$ cat config.mk
export PLATFORM = sky130hd
export DESIGN_NAME = software_timer_table
export DESIGN_NICKNAME = d
export VERILOG_FILES = /design/src/rtl/stt_pkg.sv /design/src/rtl/software_timer_table.sv
export VERILOG_INCLUDE_DIRS = /design/src /design/src/rtl
export SDC_FILE = /design/constraint.sdc
export NUM_CORES = 1
export LEC_CHECK = 0
export BUFFER_PORTS_ARGS = -buffer_cell sky130_fd_sc_hd__buf_2
export CORE_MARGIN = 2
export CORE_UTILIZATION = 60
export DETAILED_ROUTE_END_ITERATION = 12
export PLACE_DENSITY = 0.82
export SLEW_MARGIN = 5
export SYNTH_ARGS = -nofsm -noshare
export SYNTH_HDL_FRONTEND = slang
export SYNTH_SLANG_ARGS = --single-unit
$ cat constraint.sdc
create_clock -name clk -period 24.9 [get_ports clk]
set_clock_uncertainty 0.2 [all_clocks]
set_input_delay 2.49 -clock clk [delete_from_list [all_inputs] [get_ports clk]]
set_output_delay 2.49 -clock clk [all_outputs]
set_load 0.05 [all_outputs]
$ cat src/rtl/software_timer_table_defines.svh
// assertion macros for the software timer table
`ifndef SOFTWARE_TIMER_TABLE_DEFINES_SVH
`define SOFTWARE_TIMER_TABLE_DEFINES_SVH

`ifndef SYNTH

// same-cycle implication
`define STT_ASSERT_IMPL(lbl, clk, rst_n, ante, cons) \
  lbl: assert property (@(posedge clk) disable iff (!rst_n) (ante) |-> (cons)) \
    else $error("software_timer_table: assertion failed");

// next-cycle implication
`define STT_ASSERT_NEXT(lbl, clk, rst_n, ante, cons) \
  lbl: assert property (@(posedge clk) disable iff (!rst_n) (ante) |=> (cons)) \
    else $error("software_timer_table: assertion failed");

`else

`define STT_ASSERT_IMPL(lbl, clk, rst_n, ante, cons)
`define STT_ASSERT_NEXT(lbl, clk, rst_n, ante, cons)

`endif

`endif

$ cat src/rtl/stt_pkg.sv
// types, codes and widths shared by the software timer table
`default_nettype none

package stt_pkg;

  localparam int NUM_TIMERS_DEF = 8;
  localparam int MAX_FIRED      = 8;
  localparam int FIRE_CNT_W     = $clog2(MAX_FIRED + 1);

  localparam int OP_W     = 2;
  localparam int PERIOD_W = 32;
  localparam int HANDLE_W = 16;
  localparam int STATUS_W = 2;
  localparam int SLOT_W   = 3;

  typedef enum logic [OP_W-1:0] {
    OP_REGISTER = 2'd0,
    OP_DELETE   = 2'd1,
    OP_TICK     = 2'd2,
    OP_SERVICE  = 2'd3
  } op_t;

  typedef enum logic [STATUS_W-1:0] {
    STATUS_OK        = 2'd0,
    STATUS_BAD_ARG   = 2'd1,
    STATUS_FULL      = 2'd2,
    STATUS_NOT_FOUND = 2'd3
  } status_t;

  // one timer slot as held in the table memory
  typedef struct packed {
    logic                periodic;
    logic                pending;
    logic [PERIOD_W-1:0] reload;
    logic [PERIOD_W-1:0] count;
    logic [HANDLE_W-1:0] handle;
  } entry_t;

endpackage

`default_nettype wire

$ cat src/rtl/software_timer_table.sv
// Software timer table. Timer slots live in a single-port-read, single-port-write
// memory; the per-slot live flags sit in flip-flops cleared at reset, so a slot
// that is not live is treated as free whatever the memory holds and no clearing
// pass is needed. Every command walks the whole table one slot per cycle
// through the memory's read port, unless a fire waits for a free output, and
// writes each modified slot back from the modify stage after its read. A new
// command is accepted only once the walk has finished and its final word is
// loaded; out_ready held low delays this. Register, delete and tick give one
// word; service gives one word per expired timer (at most eight, lowest slots
// first) or one empty word, the final one flagged by out_last. A result waits in
// the output register while the next command is accepted.
`default_nettype none

`include "software_timer_table_defines.svh"

module software_timer_table #(
  parameter int NUM_TIMERS = stt_pkg::NUM_TIMERS_DEF
) (
  input  wire                          clk,
  input  wire                          rst_n,
  input  wire                          in_valid,
  output logic                         in_ready,
  input  wire  [stt_pkg::OP_W-1:0]     in_op,
  input  wire                          in_is_loop,
  input  wire  [stt_pkg::PERIOD_W-1:0] in_period_ms,
  input  wire  [stt_pkg::HANDLE_W-1:0] in_handle,
  output logic                         out_valid,
  input  wire                          out_ready,
  output logic [stt_pkg::STATUS_W-1:0] out_status,
  output logic                         out_fired,
  output logic [stt_pkg::SLOT_W-1:0]   out_slot,
  output logic [stt_pkg::HANDLE_W-1:0] out_fired_handle,
  output logic                         out_last
);

  import stt_pkg::*;

  localparam int IDX_W  = (NUM_TIMERS > 1) ? $clog2(NUM_TIMERS) : 1;
  localparam int SCAN_W = $clog2(NUM_TIMERS + 1);

  typedef enum logic [1:0] {
    S_IDLE,
    S_RUN,
    S_FINISH
  } state_t;

  state_t                  state_r;
  op_t                     op_r;
  logic                    loop_r;
  logic [PERIOD_W-1:0]     period_r;
  logic [HANDLE_W-1:0]     handle_r;
  logic                    bad_r;

  logic [SCAN_W-1:0]       scan_r;
  logic                    proc_valid_r;
  logic [IDX_W-1:0]        proc_idx_r;
  logic                    found_r;
  logic [SLOT_W-1:0]       slot_r;
  logic [FIRE_CNT_W-1:0]   fire_cnt_r;

  logic                    held_valid_r;
  logic [SLOT_W-1:0]       held_slot_r;
  logic [HANDLE_W-1:0]     held_handle_r;

  logic [NUM_TIMERS-1:0]   used_r;

  logic                    out_valid_r;
  logic [STATUS_W-1:0]     out_status_r;
  logic                    out_fired_r;
  logic [SLOT_W-1:0]       out_slot_r;
  logic [HANDLE_W-1:0]     out_handle_r;
  logic                    out_last_r;

  // table memory
  entry_t                  mem [NUM_TIMERS];
  entry_t                  rd_data_r;

  entry_t                  ent;
  entry_t                  mem_wdata;
  logic                    used_cur;
  logic                    mod_we;
  logic                    mod_used_set;
  logic                    mod_used_clr;
  logic                    mod_found;
  logic                    fire;
  logic                    out_free;
  logic                    stall;
  logic                    adv;
  logic                    mem_we;
  logic                    mem_re;
  logic                    scan_more;
  logic                    push_held;
  logic                    out_load;

  assign in_ready  = rst_n && (state_r == S_IDLE);
  assign out_free  = !out_valid_r || out_ready;
  assign scan_more = (scan_r < SCAN_W'(NUM_TIMERS));

  // modify stage: work on the slot whose read data has just arrived
  always_comb begin
    ent          = rd_data_r;
    used_cur     = used_r[proc_idx_r];
    mem_wdata    = ent;
    mod_we       = 1'b0;
    mod_used_set = 1'b0;
    mod_used_clr = 1'b0;
    mod_found    = 1'b0;
    fire         = 1'b0;
    if (state_r == S_RUN && proc_valid_r) begin
      case (op_r)
        OP_REGISTER: begin
          if (!bad_r && !found_r && !used_cur) begin
            mod_we           = 1'b1;
            mod_used_set     = 1'b1;
            mod_found        = 1'b1;
            mem_wdata.periodic = loop_r;
            mem_wdata.pending  = 1'b0;
            mem_wdata.reload   = period_r;
            mem_wdata.count    = period_r;
            mem_wdata.handle   = handle_r;
          end
        end
        OP_DELETE: begin
          // a zero handle matches exactly the free slots
          if ((handle_r == '0) ? !used_cur : (used_cur && ent.handle == handle_r)) begin
            mod_used_clr = 1'b1;
            mod_found    = 1'b1;
          end
        end
        OP_TICK: begin
          if (used_cur) begin
            mod_we = 1'b1;
            if (ent.count != '0) begin
              mem_wdata.count = ent.count - PERIOD_W'(1);
            end else begin
              mem_wdata.pending = 1'b1;
              if (ent.periodic) begin
                mem_wdata.count = ent.reload;
              end
            end
          end
        end
        OP_SERVICE: begin
          if (used_cur && ent.pending && fire_cnt_r < FIRE_CNT_W'(MAX_FIRED)) begin
            fire = 1'b1;
            if (ent.periodic) begin
              mod_we            = 1'b1;
              mem_wdata.pending = 1'b0;
            end else begin
              mod_used_clr = 1'b1;
            end
          end
        end
        default: begin
        end
      endcase
    end
  end

  // a new fire pushes the previously held one out, which needs a free output
  assign stall     = fire && held_valid_r && !out_free;
  assign adv       = !stall;
  assign mem_we    = mod_we && adv;
  assign mem_re    = (state_r == S_RUN) && adv && scan_more;
  assign push_held = fire && held_valid_r && adv;
  assign out_load  = push_held || ((state_r == S_FINISH) && out_free);

  always_ff @(posedge clk) begin
    if (mem_we) begin
      mem[proc_idx_r] <= mem_wdata;
    end
    if (mem_re) begin
      rd_data_r <= mem[scan_r[IDX_W-1:0]];
    end
  end

  always_ff @(posedge clk) begin
    if (!rst_n) begin
      state_r      <= S_IDLE;
      out_valid_r  <= 1'b0;
      used_r       <= '0;
      proc_valid_r <= 1'b0;
      held_valid_r <= 1'b0;
      found_r      <= 1'b0;
      fire_cnt_r   <= '0;
      scan_r       <= '0;
    end else begin
      if (out_load) begin
        out_valid_r <= 1'b1;
      end else if (out_valid_r && out_ready) begin
        out_valid_r <= 1'b0;
      end
      case (state_r)
        S_IDLE: begin
          if (in_valid) begin
            op_r         <= op_t'(in_op);
            loop_r       <= in_is_loop;
            period_r     <= in_period_ms;
            handle_r     <= in_handle;
            bad_r        <= (in_period_ms == '0) || (in_handle == '0);
            scan_r       <= '0;
            proc_valid_r <= 1'b0;
            found_r      <= 1'b0;
            slot_r       <= '0;
            fire_cnt_r   <= '0;
            held_valid_r <= 1'b0;
            state_r      <= S_RUN;
          end
        end
        S_RUN: begin
          if (adv) begin
            if (mod_used_set) begin
              used_r[proc_idx_r] <= 1'b1;
            end
            if (mod_used_clr) begin
              used_r[proc_idx_r] <= 1'b0;
            end
            if (mod_found) begin
              found_r <= 1'b1;
              slot_r  <= SLOT_W'(proc_idx_r);
            end
            if (fire) begin
              held_valid_r  <= 1'b1;
              held_slot_r   <= SLOT_W'(proc_idx_r);
              held_handle_r <= ent.handle;
              fire_cnt_r    <= fire_cnt_r + FIRE_CNT_W'(1);
            end
            if (push_held) begin
              out_status_r <= STATUS_OK;
              out_fired_r  <= 1'b1;
              out_slot_r   <= held_slot_r;
              out_handle_r <= held_handle_r;
              out_last_r   <= 1'b0;
            end
            if (scan_more) begin
              proc_idx_r   <= scan_r[IDX_W-1:0];
              proc_valid_r <= 1'b1;
              scan_r       <= SCAN_W'(scan_r + SCAN_W'(1));
            end else begin
              proc_valid_r <= 1'b0;
              if (!proc_valid_r) begin
                state_r <= S_FINISH;
              end
            end
          end
        end
        S_FINISH: begin
          if (out_free) begin
            out_fired_r  <= 1'b0;
            out_slot_r   <= '0;
            out_handle_r <= '0;
            out_last_r   <= 1'b1;
            case (op_r)
              OP_REGISTER: begin
                if (bad_r) begin
                  out_status_r <= STATUS_BAD_ARG;
                end else if (found_r) begin
                  out_status_r <= STATUS_OK;
                  out_slot_r   <= slot_r;
                end else begin
                  out_status_r <= STATUS_FULL;
                end
              end
              OP_DELETE: begin
                out_status_r <= found_r ? STATUS_OK : STATUS_NOT_FOUND;
              end
              OP_SERVICE: begin
                out_status_r <= STATUS_OK;
                if (held_valid_r) begin
                  out_fired_r  <= 1'b1;
                  out_slot_r   <= held_slot_r;
                  out_handle_r <= held_handle_r;
                end
              end
              default: begin
                out_status_r <= STATUS_OK;
              end
            endcase
            held_valid_r <= 1'b0;
            state_r      <= S_IDLE;
          end
        end
        default: begin
          state_r <= S_IDLE;
        end
      endcase
    end
  end

  assign out_valid        = out_valid_r;
  assign out_status       = out_status_r;
  assign out_fired        = out_fired_r;
  assign out_slot         = out_slot_r;
  assign out_fired_handle = out_handle_r;
  assign out_last         = out_last_r;

  // read and write back never hit the same slot in one cycle
  `STT_ASSERT_IMPL(a_no_rw_clash, clk, rst_n, mem_we && mem_re,
                   proc_idx_r != scan_r[IDX_W-1:0])
  // register only ever claims a free slot
  `STT_ASSERT_IMPL(a_reg_free_slot, clk, rst_n, mod_used_set && adv,
                   !used_r[proc_idx_r] && op_r == OP_REGISTER)
  // words without the last flag come only from a service walk
  `STT_ASSERT_IMPL(a_mid_word_service, clk, rst_n, push_held,
                   op_r == OP_SERVICE && state_r == S_RUN)
  // no more than eight expired timers are reported per service
  `STT_ASSERT_IMPL(a_fire_cap, clk, rst_n, state_r == S_RUN,
                   fire_cnt_r <= FIRE_CNT_W'(MAX_FIRED))

endmodule

`default_nettype wire

==> metrics.md <==
| Metric | Value |
|---|---|
| Max VDD drop | `0.05221 mV` |
| Final setup violation count | `0` |
| CP Data Required Time | `22.21 ns` |
| Setup crit start | `rst_n` |
| Top FF cell, synth | `edfxtp_1` |
| Final GP Congestion | `0.9138` |
| Core Box Area | `57370 um2` |
| TNS Setup | `0 ns` |
| Std cell rows | `88` |
| GRT overflow | `0` |
| Cts hold-fix bufs | `0` |
| Sw Pwr | `639.9 uW` |
| Crit path time final | `6.206 ns` |
| # diodes | `0` |
| Top-Level Pins | `80` |
| Crit Path Class | `primary input to output port` |
| Sequential share of power | `53.2%` |
| Status | `complete, no violations` |
| Chip Width | `244.4 um` |
| Sw Share | `20.84%` |
| Max cap viols | `0` |
| CTS H-tree depth | `3` |
| DRT iter0 DRCs | `2707` |
| Layout area overhead | `11.72%` |
| Crit share post-route | `24.92%` |
| First-pass GRT wire length | `122600 um` |
| Vias | `19260` |
| Worst r2r path cells | `7` |
| Final Non-Filler Cells | `2811` |
| Final Max Tran Viols | `0` |
| Post-DR vias/cell | `6.851` |
| Hold path cells | `2` |
| Synth unique cells | `75` |
| CP Data Arrival Time | `3.52 ns` |
| Largest net degree at the start of global routing | `122` |
| Leakage | `12.20 nW` |
| Layout cells sized above 1 | `25.22%` |
| Crit. End Element | `output port` |
| Slew @ Worst Pin | `1.350 ns` |
| Gr usage total | `27.94%` |
| Crit-path max FO | `27` |
| Root buf cell | `clkbuf_16` |
| Post-CTS Setup Inserts | `0` |
| Fin. Hold Viols | `0` |
| CTS max path bufs | `3` |
| Worst hold-check path type | `flop to flop` |
| Clock power frac | `42.8%` |
| Seq cells post-synth | `860` |
| Reg clk slew, reported paths | `0.06 ns` |
| Post-CTS Resized | `0` |
| Number of synthesized flops with an enable pin | `838` |
| DR WL/cell | `28.90 um` |
| CTS tree | `yes` |
| Gate Count Post-Synth | `1897` |
| WL final | `81250 um` |
| Die Span Y | `244.4 um` |
| Max Fclk | `0.1611 GHz` |
| HPWL Detailed | `44430 um` |
| Initial antenna violation count | `1` |
| Gate power share | `4.1%` |
| Slew headroom | `8.827%` |
| PwrDens | `79.31 nW/um2` |
| CP startpoint kind | `primary input` |
| Antenna Nets Post-Route | `0` |
| Sequential area share after synthesis | `73.87%` |
| DIE AREA | `59710 um2` |
| Syn Nets | `1960` |
| Clk_lat worst skew | `0.66 ns` |
| Post-Synthesis Cell Area | `34660 um2` |
| Smallest setup slack after layout | `18.69 ns` |
| Drt first pass iters | `8` |
| CTS sink count | `860` |
| Vias in the first global route | `19830` |
| Reg-to-Reg Start | `proc_idx_r[2]` |
| Unrepaired setup endpoints after global routing | `no` |
| Min-delay src | `fire_cnt_r[2]` |
| Worst slack, placed | `18.72 ns` |
| CTS buffer count | `82` |
| Yosys warns | `0` |
| Number of buffers added on ports | `79` |
| Avg Inst Size Synth | `18.27 um2` |
| Post-synth top area share | `72.60%` |
| DRC | `0` |
| Largest area contributor in the netlist | `edfxtp_1` |
| Fin nets | `2043` |
| Initial Util | `60.43%` |
| Placed Instances | `2661` |
| Post-synth ARST share | `0%` |
| Area contributors post-synth | `edfxtp_1 (73%), mux4_2 (11%), mux2_2 (2.8%)` |
| P_int | `2.431 mW` |
[per-stage QoR]
stage               total power, mW  instance area [um2]  utilization [%]  hold WS (ns)
CTS                           3.083                38720            67.51        0.2891
floorplan                     1.742                34660                -        0.2064
detailed placement            1.784                35890            62.56        0.2802
finish                        3.071                38720            67.51        0.2883
global route                  3.144                38720            67.51        0.3193
global placement              1.778                35890            62.56        0.2711
[metal layers]
| layer | routed length [um] | vias up | global-route usage, % | part of all wire (%) |
|---|---|---|---|---|
| li1 | - | 7866 | - | - |
| met1 | 28290 | 9668 | 36.11 | 35 |
| met2 | 39780 | 1425 | 45.15 | 49 |
| met3 | 8815 | 297 | 5.751 | 11 |
| met4 | 4353 | 2 | 15.05 | 5.4 |
| met5 | 9 | - | 0 | 0.011 |
[cells in the mapped netlist, types with 22 or more instances]
library cell and n:
edfxtp_1 838, nand2_1 188, mux4_2 166, mux2_2 87
clkbuf_1 59, nor2_1 50, o21ai_0 47, a21oi_1 36
nand3_1 27, buf_1 25, nor4_1 25, and2_1 23
nor3_1 23, dfxtp_1 22
[power groups by stage]
stage	Combinational (mW)	Sequential (mW)	Clock, mW
after global placement	0.117	1.66	0
after global routing	0.135	1.63	1.38
final	0.125	1.63	1.31
after floorplan	0.0953	1.65	0
after CTS	0.125	1.63	1.33
after detailed placement	0.122	1.66	0
[final cells by class]
cell class,count,area [um2]
flip-flops and latches,860,25620
fillers,3420,18640
multi-input cells,919,8677
clock buffers,95,2101
well taps,765,957.2
clock inverters,55,737.0
repair buffers,102,580.6
inverters,15,56.30
[worst max-delay path, stage by stage]
cell and delay (ns):
buf_2 0.39, nand2b_1 0.20, nor2_1 0.15, buf_2 0.28
[worst paths after layout]
kind	endpoint	slack, ns
worst min register to register	fire_cnt_r[2]	0.29
worst max register to register	mem[3][70]	19.74
worst min-delay path	fire_cnt_r[2]	0.29
worst max-delay path	in_ready	18.69
[sequential cells by signal, indices dropped and copies added (netlist names), 2 cells and up]
register,flops
proc_idx_r,3
held_handle_r,16
slot_r,3
held_slot_r,3
out_fired_handle,16
mem,656
handle_r,16
out_status,2
op_r,2
state_r,2
fire_cnt_r,4
ent,82
out_slot,3
scan_r,4
used_r,8
period_r,32
[cells in the final DEF, fill, tap and decap left out, drive strengths merged, types with 13 or more instances in the layout]
cell	synthesis	layout
nand2	189	189
a21oi	36	36
nand4	16	16
buf	44	102
bufinv	0	15
nor3	25	25
nor2	52	52
o21ai	55	55
edfxtp	838	838
a31oi	20	20
mux2	87	87
nor4	30	30
and3	13	13
and2	23	23
inv	15	20
a22oi	15	15
mux4	166	166
dfxtp	22	22
clkbuf	59	95
nand3	27	27
clkinv	0	30
[kinds of logic (layout without fill, tap and decap cells)]
| kind of cell | count (synthesis) | after routing | share of synthesized area [%] |
|---|---|---|---|
| adders and majority gates | 8 | 8 | 0.2888 |
| muxes | 260 | 260 | 13.81 |
| and+or+nand+nor | 427 | 427 | 6.245 |
| buffers and inverters | 118 | 267 | 1.361 |
| AOI/OAI and AO/OA | 208 | 208 | 4.021 |
| xor gates and xnor gates | 16 | 16 | 0.4043 |
| DFF | 860 | 860 | 73.87 |
Note: power is estimated with default switching activity, not from simulation.
